### src/rtl/assert_macros.svh
// Assertion macros shared by the allocator RTL.
`ifndef ASSERT_MACROS_SVH
`define ASSERT_MACROS_SVH

// Same-cycle implication, checked on every rising clock edge outside reset.
`define ASSERT_IMPL(label, ante, cons, msg) \
    label: assert property (@(posedge clk) disable iff (!rst_n) (ante) |-> (cons)) \
        else $error(msg);

// Next-cycle implication, checked on every rising clock edge outside reset.
`define ASSERT_NEXT(label, ante, cons, msg) \
    label: assert property (@(posedge clk) disable iff (!rst_n) (ante) |=> (cons)) \
        else $error(msg);

`endif

### src/rtl/nfca_pkg.sv
// Types and constants of the next-fit chunk allocator.
package nfca_pkg;

    localparam int LEN_W   = 19;
    localparam int ADDR_W  = 18;
    localparam int CFG_W   = 13;
    localparam int ST_W    = 2;
    localparam int PA_W    = 3;
    localparam int PDATA_W = 32;

    localparam logic [CFG_W-1:0] CB_RESET = 13'd128;
    localparam logic [LEN_W-1:0] LEN_MAX  = 19'h7FFFF;

    localparam logic [0:0] REG_CHUNK_BYTES = 1'b0;

    localparam logic OP_ALLOC = 1'b0;
    localparam logic OP_FREE  = 1'b1;

    localparam logic [ST_W-1:0] STATUS_OK       = 2'd0;
    localparam logic [ST_W-1:0] STATUS_NO_SPACE = 2'd1;
    localparam logic [ST_W-1:0] STATUS_BAD_ADDR = 2'd2;

    typedef enum logic [3:0] {
        ST_CLEAR,
        ST_IDLE,
        ST_CHECK,
        ST_RD,
        ST_EVAL,
        ST_SKIP,
        ST_FA_WAIT,
        ST_F_RD,
        ST_FB_WAIT,
        ST_DONE
    } fsm_state_t;

    typedef struct packed {
        logic busy;
        logic done;
    } div_status_t;

endpackage

### src/rtl/nfca_if.sv
// Request and result channel interfaces of the allocator.
interface nfca_req_if;
    import nfca_pkg::*;

    logic              valid;
    logic              ready;
    logic              op;
    logic [LEN_W-1:0]  size_bytes;
    logic [ADDR_W-1:0] address;

    modport source (output valid, output op, output size_bytes, output address, input ready);
    modport sink (input valid, input op, input size_bytes, input address, output ready);
endinterface

interface nfca_rsp_if;
    import nfca_pkg::*;

    logic              valid;
    logic              ready;
    logic [ST_W-1:0]   status;
    logic [ADDR_W-1:0] granted_address;
    logic [LEN_W-1:0]  bytes_in_use;

    modport source (output valid, output status, output granted_address,
                    output bytes_in_use, input ready);
    modport sink (input valid, input status, input granted_address,
                  input bytes_in_use, output ready);
endinterface

### src/rtl/nfca_div.sv
// Restoring divider, one quotient bit per cycle.
`include "assert_macros.svh"

module nfca_div #(
    parameter int DIVISOR_W = 13
) (
    input  logic                         clk,
    input  logic                         rst_n,
    input  logic                         start,
    input  logic [nfca_pkg::LEN_W-1:0]   dividend,
    input  logic [DIVISOR_W-1:0]         divisor,
    output nfca_pkg::div_status_t        status,
    output logic [nfca_pkg::LEN_W-1:0]   quotient,
    output logic [DIVISOR_W-1:0]         remainder
);
    import nfca_pkg::*;

    localparam int CNT_W = $clog2(LEN_W);
    localparam logic [CNT_W-1:0] LAST = CNT_W'(LEN_W - 1);

    logic                 busy_reg, busy_next;
    logic                 done_reg, done_next;
    logic [CNT_W-1:0]     cnt_reg, cnt_next;
    logic [LEN_W-1:0]     quo_reg, quo_next;
    logic [DIVISOR_W-1:0] rem_reg, rem_next;
    logic [DIVISOR_W-1:0] dvs_reg, dvs_next;
    logic [DIVISOR_W:0]   trial;
    logic                 ge;

    assign trial = {rem_reg, quo_reg[LEN_W-1]};
    assign ge    = trial >= {1'b0, dvs_reg};

    always_comb
    begin
        busy_next = busy_reg;
        done_next = 1'b0;
        cnt_next  = cnt_reg;
        quo_next  = quo_reg;
        rem_next  = rem_reg;
        dvs_next  = dvs_reg;
        if (start)
        begin
            busy_next = 1'b1;
            cnt_next  = '0;
            quo_next  = dividend;
            rem_next  = '0;
            dvs_next  = divisor;
        end
        else if (busy_reg)
        begin
            // shift in the next dividend bit, subtract when it fits
            quo_next = {quo_reg[LEN_W-2:0], ge};
            rem_next = ge ? DIVISOR_W'(trial - {1'b0, dvs_reg}) : DIVISOR_W'(trial);
            cnt_next = cnt_reg + 1'b1;
            if (cnt_reg == LAST)
            begin
                busy_next = 1'b0;
                done_next = 1'b1;
            end
        end
    end

    always_ff @(posedge clk or negedge rst_n)
    begin
        if (!rst_n)
        begin
            busy_reg <= 1'b0;
            done_reg <= 1'b0;
            cnt_reg  <= '0;
        end
        else
        begin
            busy_reg <= busy_next;
            done_reg <= done_next;
            cnt_reg  <= cnt_next;
        end
    end

    always_ff @(posedge clk)
    begin
        quo_reg <= quo_next;
        rem_reg <= rem_next;
        dvs_reg <= dvs_next;
    end

    assign status.busy = busy_reg;
    assign status.done = done_reg;
    assign quotient    = quo_reg;
    assign remainder   = rem_reg;

    `ASSERT_IMPL(a_rem_below_divisor, done_reg && dvs_reg != '0, rem_reg < dvs_reg, "remainder not below divisor")
    `ASSERT_IMPL(a_no_restart, start, !busy_reg, "divider restarted while busy")
    `ASSERT_NEXT(a_done_pulse, done_reg, !done_reg && !busy_reg, "done held longer than one cycle")

endmodule

### src/rtl/next_fit_chunk_allocator.sv
// Top level of the next-fit chunk allocator: descriptor memory, scan and free control.
// Allocate: a next-fit scan of the descriptors from the cursor, where a walk over an
//   allocation advances one chunk per cycle.
// Free: two divider runs (address to chunk index, length to rounded bytes). One request
//   is in flight at a time; the next is taken once its result sits in the output register.
//   After reset a sweep zeroes the memory.
`include "assert_macros.svh"

module next_fit_chunk_allocator #(
    parameter int NUM_CHUNKS      = 64,
    parameter int MAX_CHUNK_BYTES = 4096
) (
    input  logic                           clk,
    input  logic                           rst_n,
    nfca_req_if.sink                       req,
    nfca_rsp_if.source                     rsp,
    input  logic                           psel,
    input  logic                           penable,
    input  logic                           pwrite,
    input  logic [nfca_pkg::PA_W-1:0]      paddr,
    input  logic [nfca_pkg::PDATA_W-1:0]   pwdata,
    output logic [nfca_pkg::PDATA_W-1:0]   prdata,
    output logic                           pready
);
    import nfca_pkg::*;

    localparam int IW    = $clog2(NUM_CHUNKS);
    localparam int CNT_W = $clog2(NUM_CHUNKS + 1);
    localparam int STP_W = CNT_W + 1;
    localparam int CW    = $clog2(MAX_CHUNK_BYTES + 1);
    localparam int TOT_W = $clog2(NUM_CHUNKS * MAX_CHUNK_BYTES + 1);
    localparam int SUM_W = ((TOT_W > LEN_W) ? TOT_W : LEN_W) + 1;
    localparam int PRD_W = IW + CW;
    localparam int BK_W  = LEN_W + 1;
    localparam logic [CNT_W-1:0] N_CNT     = CNT_W'(NUM_CHUNKS);
    localparam logic [IW-1:0]    LAST_IDX  = IW'(NUM_CHUNKS - 1);
    localparam logic [CW-1:0]    MAX_CB    = CW'(MAX_CHUNK_BYTES);
    localparam logic [SUM_W-1:0] LEN_MAX_S = SUM_W'(LEN_MAX);

    function automatic logic [IW-1:0] wrap_pos(input logic [CNT_W-1:0] pos);
        wrap_pos = (pos == N_CNT) ? '0 : IW'(pos);
    endfunction

    // configuration
    logic [CFG_W-1:0] cb_reg;
    logic [CW-1:0]    cb_eff;
    logic [TOT_W-1:0] total_reg;
    logic             cfg_wr;

    assign pready = 1'b1;
    assign cfg_wr = psel && penable && pwrite && pready;
    assign prdata = (paddr[PA_W-1:2] == REG_CHUNK_BYTES) ? PDATA_W'(cb_reg) : '0;

    always_comb
    begin
        if (cb_reg == '0)
            cb_eff = CW'(1);
        else if (32'(cb_reg) > 32'(MAX_CHUNK_BYTES))
            cb_eff = MAX_CB;
        else
            cb_eff = CW'(cb_reg);
    end

    always_ff @(posedge clk or negedge rst_n)
    begin
        if (!rst_n)
            cb_reg <= CB_RESET;
        else if (cfg_wr && paddr[PA_W-1:2] == REG_CHUNK_BYTES)
            cb_reg <= pwdata[CFG_W-1:0];
    end

    always_ff @(posedge clk)
    begin
        total_reg <= TOT_W'(NUM_CHUNKS) * TOT_W'(cb_eff);
    end

    // descriptor memory: allocated length at the first chunk of each allocation, zero elsewhere
    logic [LEN_W-1:0] len_mem [NUM_CHUNKS];
    logic [LEN_W-1:0] rdata_reg;
    logic             mem_we;
    logic [IW-1:0]    mem_waddr;
    logic [LEN_W-1:0] mem_wdata;
    logic [IW-1:0]    mem_raddr;

    always_ff @(posedge clk)
    begin
        if (mem_we)
            len_mem[mem_waddr] <= mem_wdata;
        rdata_reg <= len_mem[mem_raddr];
    end

    // divider
    logic              div_start;
    logic [LEN_W-1:0]  div_dividend;
    div_status_t       div_st;
    logic [LEN_W-1:0]  div_quo;
    logic [CW-1:0]     div_rem;

    nfca_div #(
        .DIVISOR_W (CW)
    ) u_div (
        .clk       (clk),
        .rst_n     (rst_n),
        .start     (div_start),
        .dividend  (div_dividend),
        .divisor   (cb_eff),
        .status    (div_st),
        .quotient  (div_quo),
        .remainder (div_rem)
    );

    // control and working registers
    fsm_state_t        state_reg, state_next;
    logic [IW-1:0]     cur_reg, cur_next;
    logic [LEN_W-1:0]  used_reg, used_next;
    logic [IW-1:0]     clr_reg, clr_next;
    logic              out_valid_reg, out_valid_next;

    logic [LEN_W-1:0]  size_reg, size_next;
    logic [CNT_W-1:0]  steps_reg, steps_next;
    logic [CNT_W-1:0]  k_reg, k_next;
    logic [TOT_W-1:0]  runb_reg, runb_next;
    logic [LEN_W-1:0]  skrem_reg, skrem_next;
    logic [IW-1:0]     skpos_reg, skpos_next;
    logic              skgrant_reg, skgrant_next;
    logic [IW-1:0]     gidx_reg, gidx_next;
    logic              gok_reg, gok_next;
    logic [ST_W-1:0]   status_reg, status_next;
    logic [IW-1:0]     fidx_reg, fidx_next;
    logic [LEN_W-1:0]  flen_reg, flen_next;

    logic [ST_W-1:0]   out_status_reg;
    logic [ADDR_W-1:0] out_gaddr_reg;
    logic [LEN_W-1:0]  out_used_reg;
    logic              load_out;
    logic              req_ready;

    // datapath terms
    logic [CNT_W-1:0]  pos_k, nk, end_pos, run_len, cap_pos, skip_step;
    logic [TOT_W-1:0]  nrb;
    logic [SUM_W-1:0]  size_s, used_s, tot_s, avail_s, grant_sum;
    logic              fit, nospace, run_cap;
    logic [STP_W-1:0]  steps_run;
    logic [LEN_W-1:0]  used_grant;
    logic [BK_W-1:0]   back;
    logic [PRD_W-1:0]  gprod;

    assign pos_k      = CNT_W'(cur_reg) + k_reg;
    assign nk         = k_reg + 1'b1;
    assign end_pos    = CNT_W'(cur_reg) + nk;
    assign nrb        = runb_reg + TOT_W'(cb_eff);
    assign size_s     = SUM_W'(size_reg);
    assign used_s     = SUM_W'(used_reg);
    assign tot_s      = SUM_W'(total_reg);
    assign avail_s    = (used_s < tot_s) ? (tot_s - used_s) : '0;
    assign nospace    = size_s > avail_s;
    assign fit        = size_s <= SUM_W'(nrb);
    assign grant_sum  = used_s + SUM_W'(nrb);
    assign used_grant = (grant_sum > LEN_MAX_S) ? LEN_MAX : LEN_W'(grant_sum);
    // a free run ends either at the next allocation or at the pool end
    assign run_len    = (rdata_reg == '0) ? nk : k_reg;
    assign steps_run  = STP_W'(steps_reg) + STP_W'(run_len);
    assign run_cap    = steps_run >= STP_W'(NUM_CHUNKS);
    assign cap_pos    = CNT_W'(cur_reg) + (N_CNT - steps_reg);
    assign skip_step  = CNT_W'(skpos_reg) + 1'b1;
    assign back       = BK_W'(flen_reg) - BK_W'(div_rem)
                        + ((div_rem != '0) ? BK_W'(cb_eff) : '0);
    assign gprod      = PRD_W'(gidx_reg) * PRD_W'(cb_eff);

    always_comb
    begin
        state_next     = state_reg;
        cur_next       = cur_reg;
        used_next      = used_reg;
        clr_next       = clr_reg;
        size_next      = size_reg;
        steps_next     = steps_reg;
        k_next         = k_reg;
        runb_next      = runb_reg;
        skrem_next     = skrem_reg;
        skpos_next     = skpos_reg;
        skgrant_next   = skgrant_reg;
        gidx_next      = gidx_reg;
        gok_next       = gok_reg;
        status_next    = status_reg;
        fidx_next      = fidx_reg;
        flen_next      = flen_reg;
        mem_we         = 1'b0;
        mem_waddr      = cur_reg;
        mem_wdata      = '0;
        mem_raddr      = cur_reg;
        div_start      = 1'b0;
        div_dividend   = LEN_W'(req.address);
        load_out       = 1'b0;
        req_ready      = 1'b0;

        unique case (state_reg)
            ST_CLEAR:
            begin
                mem_we    = 1'b1;
                mem_waddr = clr_reg;
                clr_next  = clr_reg + 1'b1;
                if (clr_reg == LAST_IDX)
                    state_next = ST_IDLE;
            end
            ST_IDLE:
            begin
                req_ready = 1'b1;
                if (req.valid)
                begin
                    size_next   = req.size_bytes;
                    gok_next    = 1'b0;
                    status_next = STATUS_OK;
                    if (req.op == OP_ALLOC)
                        state_next = ST_CHECK;
                    else
                    begin
                        div_start  = 1'b1;
                        state_next = ST_FA_WAIT;
                    end
                end
            end
            ST_CHECK:
            begin
                steps_next = '0;
                k_next     = '0;
                runb_next  = '0;
                if (nospace)
                begin
                    status_next = STATUS_NO_SPACE;
                    state_next  = ST_DONE;
                end
                else
                    state_next = ST_EVAL;
            end
            ST_RD:
            begin
                k_next     = '0;
                runb_next  = '0;
                state_next = ST_EVAL;
            end
            ST_EVAL:
            begin
                priority if (k_reg == '0 && size_reg == '0)
                begin
                    // zero size takes the cursor chunk whatever it holds
                    gok_next  = 1'b1;
                    gidx_next = cur_reg;
                    if (rdata_reg == '0)
                    begin
                        cur_next   = wrap_pos(CNT_W'(cur_reg) + 1'b1);
                        state_next = ST_DONE;
                    end
                    else
                    begin
                        skrem_next   = rdata_reg;
                        skpos_next   = cur_reg;
                        skgrant_next = 1'b1;
                        state_next   = ST_SKIP;
                    end
                end
                else if (k_reg == '0 && rdata_reg != '0)
                begin
                    steps_next   = steps_reg + 1'b1;
                    skrem_next   = rdata_reg;
                    skpos_next   = cur_reg;
                    skgrant_next = 1'b0;
                    state_next   = ST_SKIP;
                end
                else if (rdata_reg == '0 && fit)
                begin
                    mem_we     = 1'b1;
                    mem_waddr  = cur_reg;
                    mem_wdata  = size_reg;
                    used_next  = used_grant;
                    cur_next   = wrap_pos(end_pos);
                    gok_next   = 1'b1;
                    gidx_next  = cur_reg;
                    state_next = ST_DONE;
                end
                else if (rdata_reg == '0 && end_pos != N_CNT)
                begin
                    // extend the free run, read the next descriptor
                    k_next    = nk;
                    runb_next = nrb;
                    mem_raddr = IW'(end_pos);
                end
                else
                begin
                    if (run_cap)
                    begin
                        cur_next    = wrap_pos(cap_pos);
                        status_next = STATUS_NO_SPACE;
                        state_next  = ST_DONE;
                    end
                    else
                    begin
                        steps_next = CNT_W'(steps_run);
                        cur_next   = wrap_pos(CNT_W'(cur_reg) + run_len);
                        state_next = ST_RD;
                    end
                end
            end
            ST_SKIP:
            begin
                if (skrem_reg <= LEN_W'(cb_eff) || skip_step == N_CNT)
                begin
                    cur_next = wrap_pos(skip_step);
                    if (skgrant_reg)
                        state_next = ST_DONE;
                    else if (steps_reg == N_CNT)
                    begin
                        status_next = STATUS_NO_SPACE;
                        state_next  = ST_DONE;
                    end
                    else
                        state_next = ST_RD;
                end
                else
                begin
                    skrem_next = skrem_reg - LEN_W'(cb_eff);
                    skpos_next = IW'(skip_step);
                end
            end
            ST_FA_WAIT:
            begin
                mem_raddr = IW'(div_quo);
                if (div_st.done)
                begin
                    if (div_rem != '0 || div_quo >= LEN_W'(NUM_CHUNKS))
                    begin
                        cur_next    = '0;
                        status_next = STATUS_BAD_ADDR;
                        state_next  = ST_DONE;
                    end
                    else
                    begin
                        fidx_next  = IW'(div_quo);
                        state_next = ST_F_RD;
                    end
                end
            end
            ST_F_RD:
            begin
                if (rdata_reg == '0)
                begin
                    cur_next   = fidx_reg;
                    state_next = ST_DONE;
                end
                else
                begin
                    flen_next    = rdata_reg;
                    div_start    = 1'b1;
                    div_dividend = rdata_reg;
                    state_next   = ST_FB_WAIT;
                end
            end
            ST_FB_WAIT:
            begin
                if (div_st.done)
                begin
                    used_next  = (back >= BK_W'(used_reg)) ? '0 : LEN_W'(BK_W'(used_reg) - back);
                    mem_we     = 1'b1;
                    mem_waddr  = fidx_reg;
                    cur_next   = fidx_reg;
                    state_next = ST_DONE;
                end
            end
            ST_DONE:
            begin
                if (!out_valid_reg || rsp.ready)
                begin
                    load_out   = 1'b1;
                    state_next = ST_IDLE;
                end
            end
            default:
            begin
                state_next = ST_IDLE;
            end
        endcase

        if (load_out)
            out_valid_next = 1'b1;
        else if (rsp.ready)
            out_valid_next = 1'b0;
        else
            out_valid_next = out_valid_reg;
    end

    always_ff @(posedge clk or negedge rst_n)
    begin
        if (!rst_n)
        begin
            state_reg     <= ST_CLEAR;
            cur_reg       <= '0;
            used_reg      <= '0;
            clr_reg       <= '0;
            out_valid_reg <= 1'b0;
        end
        else
        begin
            state_reg     <= state_next;
            cur_reg       <= cur_next;
            used_reg      <= used_next;
            clr_reg       <= clr_next;
            out_valid_reg <= out_valid_next;
        end
    end

    always_ff @(posedge clk)
    begin
        size_reg    <= size_next;
        steps_reg   <= steps_next;
        k_reg       <= k_next;
        runb_reg    <= runb_next;
        skrem_reg   <= skrem_next;
        skpos_reg   <= skpos_next;
        skgrant_reg <= skgrant_next;
        gidx_reg    <= gidx_next;
        gok_reg     <= gok_next;
        status_reg  <= status_next;
        fidx_reg    <= fidx_next;
        flen_reg    <= flen_next;
        if (load_out)
        begin
            out_status_reg <= status_reg;
            out_gaddr_reg  <= gok_reg ? ADDR_W'(gprod) : '0;
            out_used_reg   <= used_reg;
        end
    end

    assign req.ready           = req_ready;
    assign rsp.valid           = out_valid_reg;
    assign rsp.status          = out_status_reg;
    assign rsp.granted_address = out_gaddr_reg;
    assign rsp.bytes_in_use    = out_used_reg;

    `ASSERT_IMPL(a_eval_in_range, state_reg == ST_EVAL, pos_k < N_CNT, "descriptor read beyond pool end")
    `ASSERT_NEXT(a_nospace_hold, state_reg == ST_CHECK && nospace, $stable(cur_reg) && $stable(used_reg), "state moved on early no space")
    `ASSERT_IMPL(a_grant_write, mem_we && state_reg == ST_EVAL, mem_wdata != '0 && mem_waddr == cur_reg, "bad grant write")
    `ASSERT_NEXT(a_result_out, load_out, rsp.valid && rsp.bytes_in_use == $past(used_reg), "result not presented")
    `ASSERT_IMPL(a_div_idle_start, div_start, !div_st.busy, "divider started while busy")

endmodule
### src/flat_wrapper.sv
// flat-port wrapper written by rule: the top's interface ports become plain ports
module next_fit_chunk_allocator_flat import nfca_pkg::*;
#(
    parameter int NUM_CHUNKS      = 64,
    parameter int MAX_CHUNK_BYTES = 4096
)
  (clk, rst_n, psel, penable, pwrite, paddr, pwdata, prdata, pready, req_valid, req_op, req_size_bytes, req_address, req_ready, rsp_valid, rsp_status, rsp_granted_address, rsp_bytes_in_use, rsp_ready);
  nfca_req_if req_i ();
  nfca_rsp_if rsp_i ();
  input  logic clk;
  input  logic rst_n;
  input  logic psel;
  input  logic penable;
  input  logic pwrite;
  input  logic [nfca_pkg::PA_W-1:0] paddr;
  input  logic [nfca_pkg::PDATA_W-1:0] pwdata;
  output logic [nfca_pkg::PDATA_W-1:0] prdata;
  output logic pready;
  input wire logic [$bits(req_i.valid)-1:0] req_valid;
  input wire logic [$bits(req_i.op)-1:0] req_op;
  input wire logic [$bits(req_i.size_bytes)-1:0] req_size_bytes;
  input wire logic [$bits(req_i.address)-1:0] req_address;
  output wire logic [$bits(req_i.ready)-1:0] req_ready;
  output wire logic [$bits(rsp_i.valid)-1:0] rsp_valid;
  output wire logic [$bits(rsp_i.status)-1:0] rsp_status;
  output wire logic [$bits(rsp_i.granted_address)-1:0] rsp_granted_address;
  output wire logic [$bits(rsp_i.bytes_in_use)-1:0] rsp_bytes_in_use;
  input wire logic [$bits(rsp_i.ready)-1:0] rsp_ready;
  assign req_i.valid = req_valid;
  assign req_i.op = req_op;
  assign req_i.size_bytes = req_size_bytes;
  assign req_i.address = req_address;
  assign req_ready = req_i.ready;
  assign rsp_valid = rsp_i.valid;
  assign rsp_status = rsp_i.status;
  assign rsp_granted_address = rsp_i.granted_address;
  assign rsp_bytes_in_use = rsp_i.bytes_in_use;
  assign rsp_i.ready = rsp_ready;
  next_fit_chunk_allocator #(.NUM_CHUNKS(NUM_CHUNKS), .MAX_CHUNK_BYTES(MAX_CHUNK_BYTES)) u_core (.clk(clk), .rst_n(rst_n), .req(req_i), .rsp(rsp_i), .psel(psel), .penable(penable), .pwrite(pwrite), .paddr(paddr), .pwdata(pwdata), .prdata(prdata), .pready(pready));
endmodule
### config.mk
export PLATFORM = sky130hd
export DESIGN_NAME = next_fit_chunk_allocator_flat
export DESIGN_NICKNAME = d
export VERILOG_FILES = /design/src/rtl/nfca_pkg.sv /design/src/rtl/nfca_if.sv /design/src/rtl/nfca_div.sv /design/src/rtl/next_fit_chunk_allocator.sv /design/src/flat_wrapper.sv
export VERILOG_INCLUDE_DIRS = /design/src /design/src/rtl
export SDC_FILE = /design/constraint.sdc
export NUM_CORES = 2
export LEC_CHECK = 0
export BUFFER_PORTS_ARGS = -buffer_cell sky130_fd_sc_hd__buf_2
export CORE_ASPECT_RATIO = 1.25
export CORE_UTILIZATION = 30
export CTS_BUF_LIST = sky130_fd_sc_hd__clkbuf_8
export CTS_CLUSTER_DIAMETER = 30
export DETAILED_ROUTE_END_ITERATION = 12
export PLACE_DENSITY = 0.48
export SYNTH_ARGS = -nofsm -noshare
export SYNTH_HDL_FRONTEND = slang
export SYNTH_HIERARCHICAL = 1
export SYNTH_SLANG_ARGS = --single-unit
### constraint.sdc
create_clock -name clk -period 10.85 [get_ports clk]
set_clock_uncertainty 0.15 [all_clocks]
set_input_delay 0.5425 -clock clk [delete_from_list [all_inputs] [get_ports clk]]
set_output_delay 0.5425 -clock clk [all_outputs]
set_load 0.05 [all_outputs]
# Word level (Yosys, flattened, before mapping)
# Memories as Yosys holds them, arrays and structs flattened. A register that Yosys moved wholly into a read port is not among the register bits.
# Index checks and enable logic that the tools add are counted.
# totals
register_bits,265
ramBits,1216
input_bits,80
out_inout_bits,74
wordCells,292
memories,1
# op_classes
add_sub_neg,19
mul,1
order_cmp,10
n_eq_ne,49
mux,138
bitwise_logic,3
reduce_logical,43
# memory_table
name,depth,word_bits,read_ports,rd_clocked_by_memory_dff,write_ports,line,text
u_core.len_mem,64,19,1,1,1,next_fit_chunk_allocator.sv:78,logic [LEN_W-1:0] len_mem [NUM_CHUNKS];
# ops
cell,count
$mux 19,22
$mux 6,27
$pmux 19 s2,3
$mux 7,10
$mux 13,5
$mux 4,16
$eq 7x7->1 const B,6
$pmux 4 s10,1
$logic_not 19->1,2
$pmux 6 s2,3
$pmux 6 s5,1
$mux 1,28
$pmux 7 s2,2
$mux 2,12
$ne 2x1->1 const B,11
$add 6x7->7,3
$add 19x19->20,1
$add 20x13->20,1
$ge 20x19->1,1
$gt 19x20->1,1
$gt 20x19->1 const B,1
$mux 20,1
$ne 2x2->1 const B,10
$sub 19x13->20,1
other kinds (55),94

# Depth between registers and ports, before layout
# depth
depth_word,12
ltp_mapped,36
depth_no_buf,32

# Hierarchy
# The synthesis kept the hierarchy.
# modules_own_cells
module,n_inst,cells_per_inst,area_per_inst_um2,seq_area_each_um2
next_fit_chunk_allocator,1,5489,67473.5,42917.4
nfca_div,1,261,2844.0,1396.3

# Worst setup path before layout
# No wires, ideal clock.
# synth_timing
path_type,flip-flop to flip-flop
start,register u_core.cb_reg[7]
end,"memory u_core.len_mem[42][0], enable pin"
setup_time_ns,0.395
arrival_ns,7.543
t_required_ns,10.305
slack_ns,2.762
path_stages_with_launch,34
n_path_buf,1
cell_sequence,dfstp_2 nor3_1 a31oi_1 nor2_1 ha_1 fa_1 a21o_1 a21oi_1 o21bai_1 a21oi_1 o21bai_1 a21oi_1 o21bai_1 a21oi_1 o21bai_1 a21oi_1 o221a_2 o31a_1 inv_1 ha_1 and4_1 a2111oi_0 o31ai_1 nor2_1 o31ai_2 a221oi_4 or2_2 nand2_1 nor3_2 nor2_1 nand2_1 clkbuf_1 nand4b_1 nor2_1
# synth_via
elab_chain_cells,12
# synth_lines
item,line,text
start: declaration,next_fit_chunk_allocator.sv:45,logic [CFG_W-1:0] cb_reg;
start signal: assignment,next_fit_chunk_allocator.sv:69,cb_reg <= pwdata[CFG_W-1:0];
$gt 13x13->1,next_fit_chunk_allocator.sv:58,else if (32'(cb_reg) > 32'(MAX_CHUNK_BYTES))
$mux 13,next_fit_chunk_allocator.sv:58,
$mux 13 (*),next_fit_chunk_allocator.sv:56,if (cb_reg == '0)
named net u_core.cb_eff[0],next_fit_chunk_allocator.sv:46,logic [CW-1:0] cb_eff;
$add 19x13->19 (*),next_fit_chunk_allocator.sv:151,assign nrb = runb_reg + TOT_W'(cb_eff);
named net u_core.nrb[14],next_fit_chunk_allocator.sv:140,logic [TOT_W-1:0] nrb;
$le 19x19->1 (*),next_fit_chunk_allocator.sv:157,assign fit = size_s <= SUM_W'(nrb);
$logic_and 1x1->1 (*),next_fit_chunk_allocator.sv:270,else if (rdata_reg == '0 && fit)
$mux 1 (*),next_fit_chunk_allocator.sv:270,
$mux 1 (*),next_fit_chunk_allocator.sv:262,else if (k_reg == '0 && rdata_reg != '0)
$mux 1 (*),next_fit_chunk_allocator.sv:244,priority if (k_reg == '0 && size_reg == '0)
$pmux 1 s3 (*),next_fit_chunk_allocator.sv:197,unique case (state_reg)
$mux 1 (*),next_fit_chunk_allocator.sv:87,if (mem_we)
$mux 1 (not written as such) (*),next_fit_chunk_allocator.sv:88,len_mem[mem_waddr] <= mem_wdata;
end: declaration,next_fit_chunk_allocator.sv:78,
# The timed path passes the listed nets; every way through them passes the cells marked *.

# Final worst setup path
# layout_timing
start,register u_core.cb_reg[7]
end,"register u_core.rdata_reg[2], read port of u_core.len_mem"
# layout_via
elab_chain_cells,10
# layout_lines
item,line,text
$gt 13x13->1,next_fit_chunk_allocator.sv:58,
$mux 13,next_fit_chunk_allocator.sv:58,
$mux 13 (*),next_fit_chunk_allocator.sv:56,
named net u_core.cb_eff[0],next_fit_chunk_allocator.sv:46,
$add 19x13->19 (*),next_fit_chunk_allocator.sv:151,
named net u_core.nrb[14],next_fit_chunk_allocator.sv:140,
$le 19x19->1 (*),next_fit_chunk_allocator.sv:157,
$logic_and 1x1->1 (*),next_fit_chunk_allocator.sv:270,
$mux 6 (*),next_fit_chunk_allocator.sv:270,
$mux 6 (*),next_fit_chunk_allocator.sv:262,
$mux 6 (*),next_fit_chunk_allocator.sv:244,
$pmux 6 s2 (*),next_fit_chunk_allocator.sv:197,
end: declaration,next_fit_chunk_allocator.sv:79,logic [LEN_W-1:0] rdata_reg;
# Marks and branches as above.
# A chain may end at the register's enable or synchronous reset.

==> summary by stage <==
Outcome
The run finished with clean final reports.

Pwr
The final total power is 0.02296 W. The switching share of total power is roughly 41%. The power density of the placed cells is ~280 nW/um^2. Combinational logic is responsible for 41.6% of the overall power.

Summed over all nets, the switching power comes to ~0.0094 W. The internal power of the cells totals 0.01351 W. IR analysis of the VDD net gives a maximum drop of between 0.2 and 0.25 mV. Sequential cells account for about a third of the total power. Summed over all cells, the static leakage comes to roughly 32 nW. The clock network burns ~27% of the power.

Timing
Summed over all failing endpoints, the final setup total negative slack is 0 ns. The maximum clock rate is roughly 0.10 GHz. Dividing the final minimum period by the clock period gives 91.26%. Setup repair after global routing left no endpoint under its margin. The final critical-path setup slack is 0.9486 ns. The count of endpoints failing hold in the final timing report is 0. The shortest clock period the worst path allows after layout is 9.901 ns. The number of slew-limit violations in the final report came to 0.

The actual slew at the worst max-slew pin is roughly 1.3 ns. The number of failing setup endpoints in the final timing report is 0. The normalized max-slew margin is 10.82%.

Synth
The count of warnings emitted by yosys is 6. Synthesis produced a netlist whose cell count is approximately 5.7k. The cell area that synthesis handed to floorplanning was 70310 sq um. The mean instance size in the synthesized netlist is ~12 sq um.

Routing
The first detailed-routing pass took 6 iterations. The overall routed net length is approximately 220000 microns. The detailed-route wire length per cell is 23.30 microns. The detailed router's first-iteration violation count is around 3.8k. The post-detailed-route DRC marker count is 0. The total via count in the routed design is around 48k. In this run the remaining antenna-violating nets after routing total 0. The via count normalized by instance count is approximately 5.0.

Setup path
In this design, the stage delay of the slowest critical-path cell is approximately 0.87 ns. The worst setup path is launched from a register. At the worst endpoint, the required time is 11.46 ns. The cell repeated most along the worst path is sky130_fd_sc_hd__a21oi_1. The worst setup path is captured at a register. The arrival time of the worst setup path is 10.51 ns. In this run the worst path has a maximum fanout of 99. Counting both buffers and inverters, the worst setup path holds a total of 3. The class of the most critical setup path is register to register. The critical path's slowest cell is sky130_fd_sc_hd__o221ai_4.

The cell type group with the largest total delay on the critical path is compound AO/OA/AOI/OAI gates.

Layout
The library cells used most frequently in the layout, excluding fill and tap cells, are sky130_fd_sc_hd__edfxtp_1 (1399), sky130_fd_sc_hd__nand2_1 (1017), sky130_fd_sc_hd__clkbuf_8 (330). The layout-stage area growth over the synthesis result is 17.33%. The number of nets in the finished design is 6487. Fill cells in the final layout number roughly 23k. The top register by number of flip-flops is u_core/len_mem.

The post-route netlist has approximately 15% of its cells at a drive strength greater than 1. Leaving out fill and tap cells, the most frequent cell in the layout is sky130_fd_sc_hd__edfxtp_1. The number of flip-flops in the largest register is roughly 1.2k.

Die
The die width is roughly 440 microns. The die is about 540 microns tall. The initial standard-cell utilization of the core is 30.19%.

The number of standard-cell rows in the floorplan is between 150 and 200. The count of boundary I/O pins is about 150. In this run the standard cell core region covers 232900 sq um. The full die area is roughly 240000 sq um.

GRT
The total global routing track utilization is 18.23%. The initial antenna violation count is 4. The global-route wire length before repair is approximately 320000 microns. Summed over all layers, the global routing overflow is 0. The largest net degree at the start of global routing is 100. The via count of the first global-routing pass is 47.69k.

Clock network
Clock latency on the worst-skew pair, taken at its later pin, is 0.96 ns. The root buffer cell is sky130_fd_sc_hd__clkbuf_8. The clock transition at the registers of the reported paths is 0.06 ns.

The clock drives approximately 1.5k sinks. TritonCTS created 314 clock buffers. In this run the deepest clock path goes through 4 buffers.

After clock tree synthesis, the setup repair step added 0 buffers. The number of resized instances in the post-cts repair step is 0. In this run, post-CTS hold repair placed 54 buffers. The H-tree generated during clock tree synthesis spans 5 levels. The CTS tree is done.

Placed design
The number of port buffers is between 100 and 150. The post-DP HPWL is roughly 140000 microns. The worst setup slack before clock tree synthesis is slightly above 1 ns. The congestion estimate from routability-driven global placement came to about 0.86.

Hold path
The tightest min-delay check is of the primary input to register type.

Job
The number of violations of the max-capacitance limit is 0.
-- final timing paths --
check / to / slack, ns / start / depth (start not counted)
worst max register to register: u_core/rdata_reg[2] / 0.95 / u_core/cb_reg[7] / 34
min in group asynchronous: u_core/used_reg[13] / 0.22 / rst_n / 3
max in group asynchronous: u_core/u_div/cnt_reg[4] / 9.62 / rst_n / 3
worst min register to register: u_core/rsp.status[1] / 0.27 / u_core/status_reg[1] / 0
worst min-delay path: u_core/size_reg[13] / 0.20 / req_size_bytes[13] / 2
worst max-delay path: u_core/rdata_reg[2] / 0.95 / u_core/cb_reg[7] / 34
-- layer usage --
metal / track usage [%] / vias to the layer above / share of wire (%)
met5: 0 / - / 0
met2: 31.99 / 1270 / 50
met3: 2.450 / 362 / 4.3
li1: - / 22101 / -
met4: 7.907 / 0 / 4.2
met1: 22.32 / 24029 / 41
-- layout make-up --
type                            instances  area (sq um)  area share (%)
Timing Repair Buffer                  373          2955           3.582
Multi-Input combinational cell       3687         23930           29.01
Antenna cell                            6         15.01         0.01820
Inverter                              239         897.1           1.087
Sequential cell                      1500         44310           53.72
Tap cell                             3100          3879           4.702
Clock inverter                        240          1958           2.374
Clock buffer                          330          4542           5.506
-- power groups by stage --
stage	clock network (W)	logic, W	registers (W)
after global placement	0	0.00952	0.00734
after floorplan	0	0.00609	0.00717
after CTS	0.00633	0.00963	0.00723
after detailed placement	0	0.00958	0.00735
final	0.00617	0.00956	0.00723
after global routing	0.00659	0.0104	0.00727
-- stage by stage --
step	util, %	hold WS (ns)	area, sq um	instances
after floorplan	-	0.09691	70380	5767
after global placement	32.39	0.2584	75440	8845
after detailed placement	32.39	0.2581	75440	8845
after CTS	35.42	0.1151	82480	9469
after global routing	35.42	0.1558	82490	9472
final	35.42	0.1991	82490	9475
No activity file was read; power rests on OpenSTA's default activity.
